==> config.mk <==
export PLATFORM = sky130hd
export DESIGN_NAME = multi_button_debouncer_core
export DESIGN_NICKNAME = d
export VERILOG_FILES = /design/src/rtl/mbd_pkg.sv /design/src/rtl/mbd_button.sv /design/src/rtl/mbd_cfg_regs.sv /design/src/rtl/multi_button_debouncer_core.sv
export SDC_FILE = /design/constraint.sdc
export NUM_CORES = 1
export LEC_CHECK = 0
export ABC_AREA = 1
export BUFFER_PORTS_ARGS = -buffer_cell sky130_fd_sc_hd__buf_2
export CAP_MARGIN = 10
export CORE_ASPECT_RATIO = 0.8
export CORE_MARGIN = 2
export CORE_UTILIZATION = 55
export CTS_BUF_LIST = sky130_fd_sc_hd__clkbuf_16
export DETAILED_ROUTE_END_ITERATION = 7
export PLACE_DENSITY = 0.75
export SLEW_MARGIN = 5
export SYNTH_ARGS = -nofsm -noshare
export SYNTH_HDL_FRONTEND = slang
export SYNTH_SLANG_ARGS = --single-unit
==> constraint.sdc <==
create_clock -name clk -period 5.9 [get_ports clk]
set_input_delay 1.18 -clock clk [delete_from_list [all_inputs] [get_ports clk]]
set_output_delay 1.18 -clock clk [all_outputs]
set_load 0.005 [all_outputs]
==> src/rtl/mbd_pkg.sv <==
// ----------------------------------------------------------------------------
// mbd_pkg
// shared types and constants of the multi-button debouncer
// ----------------------------------------------------------------------------
package mbd_pkg;

    localparam int NUM_BUTTONS = 8;
    localparam int MAX_BUTTONS = 8;
    localparam int CNT_W       = 7;
    localparam int IDX_W       = 3;
    localparam int ADDR_W      = 5;
    localparam int DATA_W      = 32;

    // register indexes on the configuration port
    localparam logic [2:0] REG_COUNTER_MAX       = 3'd0;
    localparam logic [2:0] REG_PRESS_THRESHOLD   = 3'd1;
    localparam logic [2:0] REG_RELEASE_THRESHOLD = 3'd2;
    localparam logic [2:0] REG_ACTIVE_LOW        = 3'd3;
    localparam logic [2:0] REG_EVENT_ON_RELEASE  = 3'd4;

    // input action codes
    localparam logic ACT_TICK  = 1'b0;
    localparam logic ACT_CLEAR = 1'b1;

    localparam logic [CNT_W-1:0] RST_COUNTER_MAX       = 7'd10;
    localparam logic [CNT_W-1:0] RST_PRESS_THRESHOLD   = 7'd8;
    localparam logic [CNT_W-1:0] RST_RELEASE_THRESHOLD = 7'd2;

    typedef struct packed {
        logic                   action;
        logic [MAX_BUTTONS-1:0] pin_levels;
        logic [IDX_W-1:0]       clear_index;
    } mbd_in_t;

    typedef struct packed {
        logic [MAX_BUTTONS-1:0] pending_events;
        logic [MAX_BUTTONS-1:0] debounced_state;
    } mbd_out_t;

    typedef struct packed {
        logic [CNT_W-1:0] counter_max;
        logic [CNT_W-1:0] press_threshold;
        logic [CNT_W-1:0] release_threshold;
        logic             active_low;
        logic             event_on_release;
    } mbd_cfg_t;

    typedef struct packed {
        logic en;
        logic tick;
        logic clear_hit;
        logic pin;
    } mbd_btn_ctrl_t;

    typedef struct packed {
        logic pressed;
        logic pending;
    } mbd_btn_status_t;

endpackage

==> src/rtl/mbd_button.sv <==
// ----------------------------------------------------------------------------
// mbd_button
// one button: integrating counter, debounced state with hysteresis and
// pending event bit
// ----------------------------------------------------------------------------
module mbd_button (
    input  logic                     clk,
    input  logic                     rst_n,
    input  mbd_pkg::mbd_cfg_t        cfg,
    input  mbd_pkg::mbd_btn_ctrl_t   ctrl,
    output mbd_pkg::mbd_btn_status_t status_next
);

    logic [mbd_pkg::CNT_W-1:0] cnt_reg;
    logic [mbd_pkg::CNT_W-1:0] cnt_next;
    logic                      pressed_reg;
    logic                      pressed_next;
    logic                      pending_reg;
    logic                      pending_next;

    logic                      active;
    logic [mbd_pkg::CNT_W:0]   step;
    logic [mbd_pkg::CNT_W-1:0] cnt_upd;

    always_comb
    begin
        active = ctrl.pin ^ cfg.active_low;
        if (active)
        begin
            step = {1'b0, cnt_reg} + {{mbd_pkg::CNT_W{1'b0}}, 1'b1};
        end
        else if (cnt_reg != '0)
        begin
            step = {1'b0, cnt_reg} - {{mbd_pkg::CNT_W{1'b0}}, 1'b1};
        end
        else
        begin
            step = '0;
        end
        if (step > {1'b0, cfg.counter_max})
        begin
            cnt_upd = cfg.counter_max;
        end
        else
        begin
            cnt_upd = step[mbd_pkg::CNT_W-1:0];
        end
    end

    always_comb
    begin
        cnt_next     = cnt_reg;
        pressed_next = pressed_reg;
        pending_next = pending_reg;
        if (ctrl.tick)
        begin
            cnt_next = cnt_upd;
            if (!pressed_reg)
            begin
                if (cnt_upd >= cfg.press_threshold)
                begin
                    pressed_next = 1'b1;
                    if (!cfg.event_on_release)
                    begin
                        pending_next = 1'b1;
                    end
                end
            end
            else if (cnt_upd <= cfg.release_threshold)
            begin
                pressed_next = 1'b0;
                if (cfg.event_on_release)
                begin
                    pending_next = 1'b1;
                end
            end
        end
        else if (ctrl.clear_hit)
        begin
            pending_next = 1'b0;
        end
    end

    always_ff @(posedge clk or negedge rst_n)
    begin
        if (!rst_n)
        begin
            cnt_reg     <= '0;
            pressed_reg <= 1'b0;
            pending_reg <= 1'b0;
        end
        else if (ctrl.en)
        begin
            cnt_reg     <= cnt_next;
            pressed_reg <= pressed_next;
            pending_reg <= pending_next;
        end
    end

    assign status_next.pressed = pressed_next;
    assign status_next.pending = pending_next;

endmodule

==> src/rtl/mbd_cfg_regs.sv <==
// ----------------------------------------------------------------------------
// mbd_cfg_regs
// apb register file holding the debounce configuration
// ----------------------------------------------------------------------------
module mbd_cfg_regs (
    input  logic                        clk,
    input  logic                        rst_n,
    input  logic                        psel,
    input  logic                        penable,
    input  logic                        pwrite,
    input  logic [mbd_pkg::ADDR_W-1:0]  paddr,
    input  logic [mbd_pkg::DATA_W-1:0]  pwdata,
    output logic [mbd_pkg::DATA_W-1:0]  prdata,
    output logic                        pready,
    output mbd_pkg::mbd_cfg_t           cfg
);

    mbd_pkg::mbd_cfg_t cfg_reg;
    mbd_pkg::mbd_cfg_t cfg_next;
    logic              wr_en;
    logic [2:0]        reg_idx;

    assign pready  = 1'b1;
    assign wr_en   = psel && penable && pwrite;
    assign reg_idx = paddr[4:2];

    always_comb
    begin
        cfg_next = cfg_reg;
        if (wr_en)
        begin
            case (reg_idx)
                mbd_pkg::REG_COUNTER_MAX:       cfg_next.counter_max = pwdata[6:0];
                mbd_pkg::REG_PRESS_THRESHOLD:   cfg_next.press_threshold = pwdata[6:0];
                mbd_pkg::REG_RELEASE_THRESHOLD: cfg_next.release_threshold = pwdata[6:0];
                mbd_pkg::REG_ACTIVE_LOW:        cfg_next.active_low = pwdata[0];
                mbd_pkg::REG_EVENT_ON_RELEASE:  cfg_next.event_on_release = pwdata[0];
                default:                        cfg_next = cfg_reg;
            endcase
        end
    end

    always_comb
    begin
        case (reg_idx)
            mbd_pkg::REG_COUNTER_MAX:       prdata = {25'd0, cfg_reg.counter_max};
            mbd_pkg::REG_PRESS_THRESHOLD:   prdata = {25'd0, cfg_reg.press_threshold};
            mbd_pkg::REG_RELEASE_THRESHOLD: prdata = {25'd0, cfg_reg.release_threshold};
            mbd_pkg::REG_ACTIVE_LOW:        prdata = {31'd0, cfg_reg.active_low};
            mbd_pkg::REG_EVENT_ON_RELEASE:  prdata = {31'd0, cfg_reg.event_on_release};
            default:                        prdata = '0;
        endcase
    end

    always_ff @(posedge clk or negedge rst_n)
    begin
        if (!rst_n)
        begin
            cfg_reg.counter_max       <= mbd_pkg::RST_COUNTER_MAX;
            cfg_reg.press_threshold   <= mbd_pkg::RST_PRESS_THRESHOLD;
            cfg_reg.release_threshold <= mbd_pkg::RST_RELEASE_THRESHOLD;
            cfg_reg.active_low        <= 1'b0;
            cfg_reg.event_on_release  <= 1'b0;
        end
        else
        begin
            cfg_reg <= cfg_next;
        end
    end

    assign cfg = cfg_reg;

endmodule

==> src/rtl/multi_button_debouncer_core.sv <==
// ----------------------------------------------------------------------------
// multi_button_debouncer_core
// integrating-counter debouncer with hysteresis for up to eight buttons
//
//   channel  | direction | handshake         | payload
//   ---------+-----------+-------------------+----------------------------
//   in       | input     | in_valid/in_stall | mbd_in_t  (action, pins)
//   out      | output    | out_valid/out_stall| mbd_out_t (events, state)
//   cfg      | input     | apb psel/penable  | 32-bit registers at 4*i
//
// one item per cycle sustained while out_stall is low; an item is held in the
// input register and its result is registered in the output register
// all buttons update in parallel in a single pass between the two registers
// reset clears counters, debounced state, pending events and valids
// a stalled result holds the output register; the input register then holds
// its item and in_stall rises until the result is taken
// ----------------------------------------------------------------------------
module multi_button_debouncer_core (
    input  logic                        clk,
    input  logic                        rst_n,
    input  logic                        in_valid,
    output logic                        in_stall,
    input  mbd_pkg::mbd_in_t            in_item,
    output logic                        out_valid,
    input  logic                        out_stall,
    output mbd_pkg::mbd_out_t           out_item,
    input  logic                        psel,
    input  logic                        penable,
    input  logic                        pwrite,
    input  logic [mbd_pkg::ADDR_W-1:0]  paddr,
    input  logic [mbd_pkg::DATA_W-1:0]  pwdata,
    output logic [mbd_pkg::DATA_W-1:0]  prdata,
    output logic                        pready
);

    mbd_pkg::mbd_cfg_t cfg;

    logic              s1_valid_reg;
    logic              s1_valid_next;
    mbd_pkg::mbd_in_t  s1_item_reg;
    logic              out_valid_reg;
    logic              out_valid_next;
    mbd_pkg::mbd_out_t out_item_reg;
    mbd_pkg::mbd_out_t out_item_next;

    logic              s1_fire;
    logic              in_take;

    mbd_cfg_regs u_cfg_regs (
        .clk     (clk),
        .rst_n   (rst_n),
        .psel    (psel),
        .penable (penable),
        .pwrite  (pwrite),
        .paddr   (paddr),
        .pwdata  (pwdata),
        .prdata  (prdata),
        .pready  (pready),
        .cfg     (cfg)
    );

    assign s1_fire  = s1_valid_reg && (!out_valid_reg || !out_stall);
    assign in_stall = s1_valid_reg && !s1_fire;
    assign in_take  = in_valid && !in_stall;

    genvar i;
    generate
        for (i = 0; i < mbd_pkg::MAX_BUTTONS; i++)
        begin : g_btn
            if (i < mbd_pkg::NUM_BUTTONS)
            begin : g_used
                mbd_pkg::mbd_btn_ctrl_t   ctrl;
                mbd_pkg::mbd_btn_status_t status;

                assign ctrl.en        = s1_fire;
                assign ctrl.tick      = s1_item_reg.action == mbd_pkg::ACT_TICK;
                assign ctrl.clear_hit = (s1_item_reg.action == mbd_pkg::ACT_CLEAR)
                                     && (s1_item_reg.clear_index == mbd_pkg::IDX_W'(i));
                assign ctrl.pin       = s1_item_reg.pin_levels[i];

                mbd_button u_button (
                    .clk         (clk),
                    .rst_n       (rst_n),
                    .cfg         (cfg),
                    .ctrl        (ctrl),
                    .status_next (status)
                );

                assign out_item_next.pending_events[i]  = status.pending;
                assign out_item_next.debounced_state[i] = status.pressed;
            end
            else
            begin : g_unused
                assign out_item_next.pending_events[i]  = 1'b0;
                assign out_item_next.debounced_state[i] = 1'b0;
            end
        end
    endgenerate

    always_comb
    begin
        s1_valid_next = s1_valid_reg;
        if (in_take)
        begin
            s1_valid_next = 1'b1;
        end
        else if (s1_fire)
        begin
            s1_valid_next = 1'b0;
        end
        out_valid_next = out_valid_reg;
        if (s1_fire)
        begin
            out_valid_next = 1'b1;
        end
        else if (!out_stall)
        begin
            out_valid_next = 1'b0;
        end
    end

    always_ff @(posedge clk or negedge rst_n)
    begin
        if (!rst_n)
        begin
            s1_valid_reg  <= 1'b0;
            out_valid_reg <= 1'b0;
        end
        else
        begin
            s1_valid_reg  <= s1_valid_next;
            out_valid_reg <= out_valid_next;
        end
    end

    always_ff @(posedge clk)
    begin
        if (in_take)
        begin
            s1_item_reg <= in_item;
        end
        if (s1_fire)
        begin
            out_item_reg <= out_item_next;
        end
    end

    assign out_valid = out_valid_reg;
    assign out_item  = out_item_reg;

    // a stall toward the source only while an item waits in the input register
    a_stall_has_item: assert property (@(posedge clk) disable iff (!rst_n)
        in_stall |-> s1_valid_reg)
        else $error("in_stall without a held item");

    // a processed item always leaves a result behind
    a_fire_gives_result: assert property (@(posedge clk) disable iff (!rst_n)
        s1_fire |=> out_valid_reg)
        else $error("processed item produced no result");

    // an accepted item is held in the input register on the next cycle
    a_take_held: assert property (@(posedge clk) disable iff (!rst_n)
        in_take |=> s1_valid_reg)
        else $error("accepted item lost");

    // a result that is stalled keeps its value
    a_result_holds: assert property (@(posedge clk) disable iff (!rst_n)
        (out_valid_reg && out_stall) |=> $stable(out_item_reg) && out_valid_reg)
        else $error("stalled result changed");

    // buttons beyond the configured count never report anything
    a_unused_zero: assert property (@(posedge clk) disable iff (!rst_n)
        out_valid_reg |-> ((out_item_reg.pending_events >> mbd_pkg::NUM_BUTTONS) == '0)
                       && ((out_item_reg.debounced_state >> mbd_pkg::NUM_BUTTONS) == '0))
        else $error("unused button bit set");

endmodule
==> impl_metrics.tcl <==
set metrics [dict create \
    outcome "finished, final reports clean" \
    grt_pass1_wl_mm 58.3 \
    critPathTopFamily "simple AND/OR/NAND/NOR gates" \
    synth_area_sq_um 13200 \
    yosysSeqAreaShare_pct 24.9 \
    cp_cell_sequence "or2_2 > nand2_1 > or2_2 > nand3_1 > inv_1 > ha_1 > a21oi_1 > o21ai_0 > nand2_1 > nand2_1 > o21ai_1 > nand2_2 > nand2_1 > and2_1 > ha_1 > a21oi_1 > o21ai_0 > nand2_1 > nand3_1 > nand3_1 > nand3_1 > nand2_1 > inv_1" \
    insertion_delay_ns 0.44 \
    timing.final.crit_share_pct 84.6 \
    skew_ns 0.0157 \
    ys_warn_count 0 \
    dp_hpwl_mm 25.8 \
    insertedDiodeCount 0 \
    yosys.cell_types.count 52 \
    synth_compound_area_share_pct 9.11 \
    max_cap_viol_count 0 \
    cp.arrival_ns 5.19 \
    die-area_sq_um 25200 \
    wirelength_mm 36.2 \
    setup_tns_ns 0 \
    cts_tree "yes" \
    drt_iter0_markers 1338 \
    synthSimpleGateAreaFrac_pct 35.3 \
    cts_buffers 17 \
    nFillCells 2196 \
    synthArstFlopShare_pct 77.6 \
    final_cell_mix "nand2_1 (560), nand3_1 (249), inv_1 (237), ha_1 (188), o21ai_0 (104)" \
    grt_usage_pct 29.5 \
    required_ns 6.10 \
    die_y_microns 142 \
    grt_pass1_vias 11600 \
    route.vias.total 12800 \
    synthMuxAreaShare_pct 0 \
    timing.rr.start "u_cfg_regs.cfg[1]" \
    max_slew_margin_pct 21.4 \
    synth_edf_count 28 \
    max_stage_delay_ns 1.12 \
    rows 50 \
    core_area_sq_um 23500 \
    setup_viol_count_final 0 \
    wl_per_cell_microns 15.8 \
    hold_ws_ns 0.484 \
    cp-end-kind "register" \
    vias_per_cell 5.57 \
    synth-xor-area-share_pct 2.99 \
    syn-instance-count 1919 \
    portBuffers 53 \
    dr.pass1.iters 6 \
    critPathMostFrequentCell "nand2_1" \
    final-seq-area_sq_um 3270 \
    yosys.area_share.adder_pct 17.9 \
    htreeDepth 4 \
    cts.sinks 125 \
    rsz0062_at_grt "false" \
    final_layout_size_suffix_gt1_share_pct 7.33 \
    worst_pin_slew_ns 1.18 \
    fmax_ghz 0.200 \
    drcViolationCount 0 \
    die-width_microns 177 \
    slew_viol_final 0 \
    period_needed_ns 4.99 \
    start_kind "register" \
    drtAntennaViolNets 0 \
    cts_buffer_depth 2 \
    synthFlopType "dfrtp_1" \
    final_common_cell "nand2_1" \
    slowest_stage "dfrtp_1" \
    gp_congestion 0.895 \
    crit_start "u_cfg_regs.cfg[1]" \
    overflow 0 \
    cts-hold-fix-buffers 0 \
    crit_fanout 12 \
    cts_setup_buffers 0 \
    crit_buf_inv 2 \
    clkTransAtPathRegs_ns 0.06 \
    antenna_found_initial 0 \
    synth-seq-cells 125 \
    io_pins 107 \
    cts-root-buf "clkbuf_16" \
    hold_viol_final 0 \
    initial_utilization_pct 56.1 \
    layout.nets 2210 \
    grt_max_degree 60 \
    synth.avg_cell_area_sq_um 6.86 \
    cts_resized 0 \
    synth_top_family_by_area "simple AND/OR/NAND/NOR gates" \
    largest_reg_flops 56 \
    setup.worst_path.class "register to register" \
    area_growth_pct 7.75 \
    min_from "g_btn[7].g_used.u_button.pending_reg" \
    worstHoldPathType "register to register" \
    multi_input_area_sq_um 8690 \
]
-- routing by layer --
layer  vias to the layer above  track usage [%]  wire length, microns
met5                         -                0                     0
met4                         0             9.66                   996
met3                        72             4.97                  3040
met2                       493             46.2                 15800
met1                      5823             41.4                 16400
li1                       6378                -                     -
-- synth_stat cells (3+ instances only) --
cell | instances | area share, %
or2_2 | 6 | 0.29
inv_1 | 237 | 6.8
a21oi_1 | 72 | 2.7
o21bai_1 | 6 | 0.34
xor2_4 | 3 | 0.63
and3_1 | 3 | 0.14
o211ai_1 | 4 | 0.23
dfstp_2 | 4 | 0.80
nor3_1 | 17 | 0.65
and2_1 | 48 | 2.3
buf_2 | 8 | 0.30
nand2_2 | 9 | 0.43
a21o_1 | 3 | 0.17
xor2_1 | 21 | 1.4
nor2_1 | 90 | 2.6
buf_4 | 27 | 1.5
o21ai_1 | 7 | 0.27
nand4_1 | 46 | 2.2
xnor2_1 | 7 | 0.47
nor3_2 | 4 | 0.30
o21ai_0 | 104 | 4.0
inv_2 | 5 | 0.14
ha_1 | 188 | 18
o21a_1 | 13 | 0.74
nand2_1 | 560 | 16
nand3_1 | 249 | 9.5
clkbuf_1 | 19 | 0.54
edfxtp_1 | 28 | 6.4
xnor2_2 | 3 | 0.37
dfrtp_1 | 93 | 18
clkinv_1 | 6 | 0.17
nor2_2 | 3 | 0.14
-- logic make-up (layout without fill, tap and decap cells) --
group,count (synthesis),in the layout
other,2,26
xor gates and xnor gates,35,35
and+or+nand+nor,1046,1046
buffers and inverters,306,342
adders and majority gates,188,188
AOI/OAI and AO/OA,217,217
DFF,125,125
-- layout make-up --
| class | count | area share, % |
|---|---|---|
| Multi-Input combinational cell | 1512 | 61.3 |
| Sequential cell | 125 | 23.1 |
| Inverter | 249 | 6.61 |
| Clock buffer | 18 | 3.18 |
| Tap cell | 312 | 2.75 |
| Timing Repair Buffer | 61 | 2.31 |
| Clock inverter | 14 | 0.741 |
-- metrics by stage --
step	util [%]	setup WS [ns]	instance area [sq um]	instances
6_report	60.4	0.911	14200	2291
3_3_place_gp	58.1	1.18	13600	2259
2_1_floorplan	-	2.33	13200	1943
5_1_grt	60.4	0.452	14200	2291
3_5_place_dp	58.1	1.05	13600	2259
4_1_cts	60.4	1.03	14200	2291
-- worst paths after layout --
| kind | cells past startpoint | to | slack (ns) |
|---|---|---|---|
| worst max-delay path | 23 | out_item[13] | 0.91 |
| worst min-delay path | 2 | g_btn[7].g_used.u_button.pending_reg | 0.48 |
| worst max register to register | 23 | out_item[13] | 0.91 |
| worst min register to register | 2 | g_btn[7].g_used.u_button.pending_reg | 0.48 |
| max in group asynchronous | 2 | g_btn[0].g_used.u_button.cnt_reg[6] | 4.04 |
| min in group asynchronous | 1 | g_btn[7].g_used.u_button.cnt_reg[4] | 0.82 |
-- worst min-delay path, cell delays in order (launching register included) --
cell,delay (ns)
dfrtp_1,0.34
nand2_1,0.06
nand2_1,0.06
Power is left out: the tool's default activity adds up to more than one toggle a clock period on the data nets, which glitch-free logic cannot reach.
